`src/sv/ldpm_pkg.sv`:
```
`default_nettype none
package ldpm_pkg;

    // Internal Q.30 values are signed 63 bit, bounded by 2^62 - 1
    localparam int unsigned QW = 63;
    typedef logic signed [QW-1:0] q_t;

    // Value with its sticky saturation flag
    typedef struct packed {
        logic f;
        q_t   v;
    } fq_t;

    typedef struct packed {
        logic               f;
        logic signed [23:0] v;
    } pix_t;

    localparam int unsigned FQ_W        = $bits(fq_t);
    localparam int unsigned MUL_LATENCY = 4;
    localparam int unsigned PIPE_DEPTH  = 43;
    localparam int unsigned CFG_IDX_W   = 3;

    localparam q_t QBOUND                  = {1'b0, {(QW-1){1'b1}}};
    localparam logic signed [63:0] QBOUND64 = 64'sh3FFF_FFFF_FFFF_FFFF;
    localparam q_t ONE_Q30                 = 63'sd1073741824;

    localparam logic [63:0] FOCAL_RESET     = 64'h0001_0000_0001_0000;
    localparam logic [63:0] INV_FOCAL_RESET = 64'h4000_0000_4000_0000;

    typedef enum logic [CFG_IDX_W-1:0] {
        REG_FOCAL,
        REG_INV_FOCAL,
        REG_CENTER,
        REG_SKEW,
        REG_K1,
        REG_K2,
        REG_TANGENTIAL,
        REG_K5
    } cfg_reg_t;

    function automatic q_t zext32(logic [31:0] a);
        return q_t'({31'b0, a});
    endfunction

    function automatic q_t sext32(logic [31:0] a);
        return q_t'({{31{a[31]}}, a});
    endfunction

    // Saturating add, flags merged
    function automatic fq_t fq_add(fq_t a, fq_t b);
        logic signed [63:0] s;
        fq_t                r;
        s   = $signed({a.v[QW-1], a.v}) + $signed({b.v[QW-1], b.v});
        r.f = a.f | b.f;
        if (s > QBOUND64) begin
            r.f = 1'b1;
            r.v = QBOUND;
        end else if (s < -QBOUND64) begin
            r.f = 1'b1;
            r.v = -QBOUND;
        end else begin
            r.v = s[QW-1:0];
        end
        return r;
    endfunction

    function automatic fq_t fq_neg(fq_t a);
        fq_t r;
        r.f = a.f;
        r.v = -a.v;
        return r;
    endfunction

    // Round Q.16 to Q.8 (nearest, ties away) and clamp to 24 bits
    function automatic pix_t out_round(fq_t a);
        logic [QW-1:0]      mag;
        logic [QW-1:0]      sum;
        logic signed [55:0] sv;
        pix_t               r;
        mag = a.v[QW-1] ? QW'(-a.v) : QW'(a.v);
        sum = mag + QW'(128);
        sv  = a.v[QW-1] ? -$signed({1'b0, sum[QW-1:8]}) : $signed({1'b0, sum[QW-1:8]});
        r.f = a.f;
        if (sv > 56'sd8388607) begin
            r.f = 1'b1;
            r.v = 24'sh7F_FFFF;
        end else if (sv < -56'sd8388608) begin
            r.f = 1'b1;
            r.v = 24'sh80_0000;
        end else begin
            r.v = sv[23:0];
        end
        return r;
    endfunction

endpackage
`default_nettype wire

```
`src/sv/ldpm_delay.sv`:
```
`default_nettype none
module ldpm_delay #(
    parameter int unsigned WIDTH = ldpm_pkg::FQ_W,
    parameter int unsigned DEPTH = 1
) (
    input  logic             aclk,
    input  logic             en,
    input  logic [WIDTH-1:0] d,
    output logic [WIDTH-1:0] q
);
    logic [WIDTH-1:0] tap_reg [DEPTH];

    // Shift the line when the pipeline advances
    always_ff @(posedge aclk) begin
        if (en) begin
            tap_reg[0] <= d;
            for (int i = 1; i < DEPTH; i++) begin
                tap_reg[i] <= tap_reg[i-1];
            end
        end
    end

    assign q = tap_reg[DEPTH-1];
endmodule
`default_nettype wire

```
`config.mk`:
```
export PLATFORM = sky130hd
export DESIGN_NAME = ldpm_delay
export DESIGN_NICKNAME = d
export VERILOG_FILES = /design/src/sv/ldpm_pkg.sv /design/src/sv/ldpm_delay.sv
export SDC_FILE = /design/constraint.sdc
export NUM_CORES = 1
export LEC_CHECK = 0
export BUFFER_PORTS_ARGS = -buffer_cell sky130_fd_sc_hd__buf_2
export CAP_MARGIN = 15
export CORE_UTILIZATION = 40
export DETAILED_ROUTE_END_ITERATION = 8
export PLACE_DENSITY = 0.82
export SYNTH_ARGS = -nofsm -noshare
export SYNTH_HDL_FRONTEND = slang
export SYNTH_SLANG_ARGS = --single-unit
```
`constraint.sdc`:
```
create_clock -name aclk -period 0.8 [get_ports aclk]
set_clock_uncertainty 0.15 [all_clocks]
set_input_delay 0.08 -clock aclk [delete_from_list [all_inputs] [get_ports aclk]]
set_output_delay 0.08 -clock aclk [all_outputs]
set_load 0.02 [all_outputs]
```
* After elaboration in Yosys (flattened, before gate mapping) *
Memories as Yosys holds them, arrays and structs flattened.
Cells that the tools add are included.

cells by class
  multiplexer cells = 2

operators by type and width
  kind              number
  1-bit 2-to-1 mux  2

word-level totals
  memories kept = 1
  word-level logic and storage cells = 3
  output and inout port bits = 64
  bits in writable memories = 64
  bits of input ports = 66
  bits in registers = 0

memory list
  memory   words  width  read ports  clocked after memory_dff  wr ports  RTL line          RTL
  tap_reg  1      64     1           0                         1         ldpm_delay.sv:11  logic [WIDTH-1:0] tap_reg [DEPTH];

* Longest topological paths before layout *
  depth after elaboration = 2
  gate-level depth with buffers = 0
  mapped depth without buffers = 0

* Worst setup path before layout *
OpenSTA, ideal clock, no wires.

  kind = reg2out
  start point = mem tap_reg[0][0] (netlist bit)
  end point = out q[0]
  path buffers = 0
  required time = 0.570 ns
  data arrival time = 0.449 ns
  cell stages (with the launch flop) = 1
  slack = 0.121 ns
  path through = edfxtp_1

between the ends
  longest elaborated chain between the ends = 1

RTL lines
  element                 RTL line          RTL
  start: declaration      ldpm_delay.sv:11
  memory read 1 x 64 bit  --
  end: declaration        ldpm_delay.sv:9   output logic [WIDTH-1:0] q

Every way passes these cells.

* Final worst setup path *
  start point = mem tap_reg[0][47] (netlist bit)
  end point = out q[47]

The elaborated chain is that of the path after synthesis.

==> impl_table.tex <==
\begin{tabular}{lr}
\hline
Metric & Value \\
\hline
\multicolumn{2}{l}{\textbf{Power and ir drop}} \\
Post-route total power & about 7.6 mW \\
Maximum ir drop on the vdd rail & between 1 and 1.5 mV \\
Pwr/cell area & 2020 nW/µm² \\
Static leakage power & 1.62 nW \\
\multicolumn{2}{l}{\textbf{Worst setup path}} \\
Critical Path, Cell by Cell & buf\_6 \\
Element type at the critical path end & output port \\
WS Path Type & flop to output port \\
CP Data Required Time & approximately 0.57 ns \\
Kind of launch point of the worst setup path & flop \\
CP Max Fanout & 1 \\
Top cell family by delay on the critical path & flip-flops \\
Arrival time at the worst endpoint & 0.89 ns \\
Largest stage delay on the critical path & 0.41 ns \\
Worst-path cell with the longest stage delay & sky130\_fd\_sc\_hd\_\_edfxtp\_1 \\
Sum of buffers and inverters on the critical path & 1 \\
\multicolumn{2}{l}{\textbf{CTS}} \\
Cts bufs inserted & 9 \\
Post-CTS setup-driven buffer insertion count & 0 \\
H-Tree Level Count & 3 \\
Number of buffers between clock root and the deepest sink & 2 \\
Register clock-pin slew on the reported worst setup and hold paths & 0.06 ns \\
Buffer cell driving the clock tree root & sky130\_fd\_sc\_hd\_\_clkbuf\_8 \\
Clock tree from TritonCTS & done \\
Num Clock Sinks & 64 \\
Hold buffers post-CTS & 64 \\
\multicolumn{2}{l}{\textbf{Drt}} \\
Vias per cell & 4.41 \\
Highest metal used & met4 \\
Met3 Routed Length & 518 µm \\
Routed met1 length & 1.58 mm \\
Drt pass-1 iters & 5 \\
Residual DRC count & 9 \\
Detailed-route via count & 1415 \\
Drt first-iter violations & approximately 100 \\
Antenna violation net count after detailed routing & 0 \\
Met2 wire length & approximately 2.8 mm \\
Routed len/inst & 15.7 µm \\
Final Routed Wirelength & 5.03 mm \\
\multicolumn{2}{l}{\textbf{Global route}} \\
Pin count of the biggest net entering global routing & 36 \\
Gr usage total & between 20\% and 30\% \\
Initial antenna violation count & 0 \\
Via count of the first global-routing pass & between 1500 and 2000 \\
First-pass GRT wire length & 7.13 mm \\
Overflow left after global routing & 0 \\
\multicolumn{2}{l}{\textbf{Logic synthesis}} \\
Ranking of synthesized cells by area & sky130\_fd\_sc\_hd\_\_edfxtp\_1 100\% \\
Number of warnings printed during yosys synthesis & 0 \\
Syn\_area\_per\_cell & 30.0 µm² \\
Nets in the synthesized netlist & 130 \\
Cell type with the largest total area after synthesis & sky130\_fd\_sc\_hd\_\_edfxtp\_1 \\
Synth top area share & 100\% \\
Netlist area before placement & 1920 µm² \\
Post-synthesis sequential element count & 64 \\
Number of unique standard cell types used by synthesis & 1 \\
Syn Inst Count & 64 \\
Register area share after synthesis & 100\% \\
\multicolumn{2}{l}{\textbf{Layout}} \\
Max FFs per register & 64 \\
Post-synthesis to final-layout area growth & 95.1\% \\
Post-layout instance area & approximately 3700 µm² \\
Antenna diode count & 0 \\
Combined area of the multi-input logic cells & 0 µm² \\
Final standard cell utilization of the core & 83.8\% \\
Multi-input comb cells & 0 \\
Final nets & 331 \\
Fraction of layout cells with a size suffix above 1 & 50.2\% \\
\multicolumn{2}{l}{\textbf{Timing}} \\
Max-slew violations & 0 \\
Worst slew margin relative to its limit & 87.3\% \\
Worst hold slack after final layout & -0.0400 ns \\
Slew @ Worst Pin & 0.190 ns \\
Worst setup margin & -0.322 ns \\
F\_max & 0.891 GHz \\
Min Tclk post-route & 1.12 ns \\
Final number of setup-violating endpoints & 77 \\
Number of hold violations in the final report & 5 \\
Unrepaired setup endpoints after global routing & true \\
Tcrit/Tclk final & 140\% \\
\multicolumn{2}{l}{\textbf{Floorplan}} \\
Die Ht & just over 70 µm \\
\# IOs & between 100 and 150 \\
Area of the die & around 5100 µm² \\
Row cnt & 24 \\
Die span in x & 71.3 µm \\
Core Area & about 4500 µm² \\
Initial cell density of the core & between 40\% and 50\% \\
\multicolumn{2}{l}{\textbf{Min path}} \\
Path class of the lowest-slack min-delay path & input port to flop \\
\multicolumn{2}{l}{\textbf{Status}} \\
Run status & complete, but fails checks \\
Violations in the final reports & DRC, hold timing, setup timing \\
\multicolumn{2}{l}{\textbf{Place}} \\
Final estimated routing congestion in global placement & 0.682 \\
Half-perimeter wire length after placement & 2.65 mm \\
Buffers added on ports & 129 \\
Placed Area & 2670 µm² \\
\multicolumn{2}{l}{\textbf{Run}} \\
Max-capacitance violation count & 0 \\
\hline
\end{tabular}
==> Yosys cell counts, drive strengths merged <==
master / n
edfxtp: 64
==> final timing paths <==
path             end  cells past startpoint            from
max            q[47]                      1  tap_reg[0][47]
min   tap_reg[0][48]                      2           d[48]
==> through the flow <==
step / instances / worst slack [ns] / TNS, ns
after floorplan: 64 / 0.121 / 0
after global placement: 247 / -0.105 / -5.82
after detailed placement: 247 / -0.121 / -6.76
after CTS: 326 / -0.325 / -18.72
after global routing: 321 / -0.352 / -20.67
final: 321 / -0.322 / -18.41
==> layout make-up <==
class                 instances  area (µm²)
Tap cell                     52        65.1
Timing Repair Buffer        190        1620
Fill cell                   218         724
Clock buffer                 13         139
Clock inverter                2        7.51
Sequential cell              64        1920
==> cell families after synthesis <==
logic type	count (synthesis)	share of synthesized area [%]
DFF	64	100
==> report_power, final <==
group | total, mW | switching [mW] | internal (mW)
clock | 2.18 | 1.09 | 1.09
combinational | 1.30 | 0.581 | 0.715
sequential | 4.10 | 0.110 | 3.99
total | 7.58 | 1.78 | 5.80
==> routing by layer <==
layer | global-route usage, % | vias up
li1 | - | 662
met1 | 18.9 | 658
met2 | 34.9 | 81
met3 | 8.16 | 14
met4 | 14.4 | 0
met5 | 0 | -
==> what timing repair did <==
action,CTS,global route
gates resized for setup,26,76
endpoints found under the hold margin,64,5
setup endpoints to repair,64,74
gates cloned,0,0
pin swaps,0,0
==> cells in the final DEF (no fill, tap or decap), drive strengths merged <==
cell type       n
dlymetal6s4s    5
buf           126
clkbuf         13
edfxtp         64
clkinv          2
dlygate4sd3    59
No activity file was read; power rests on OpenSTA's default activity.
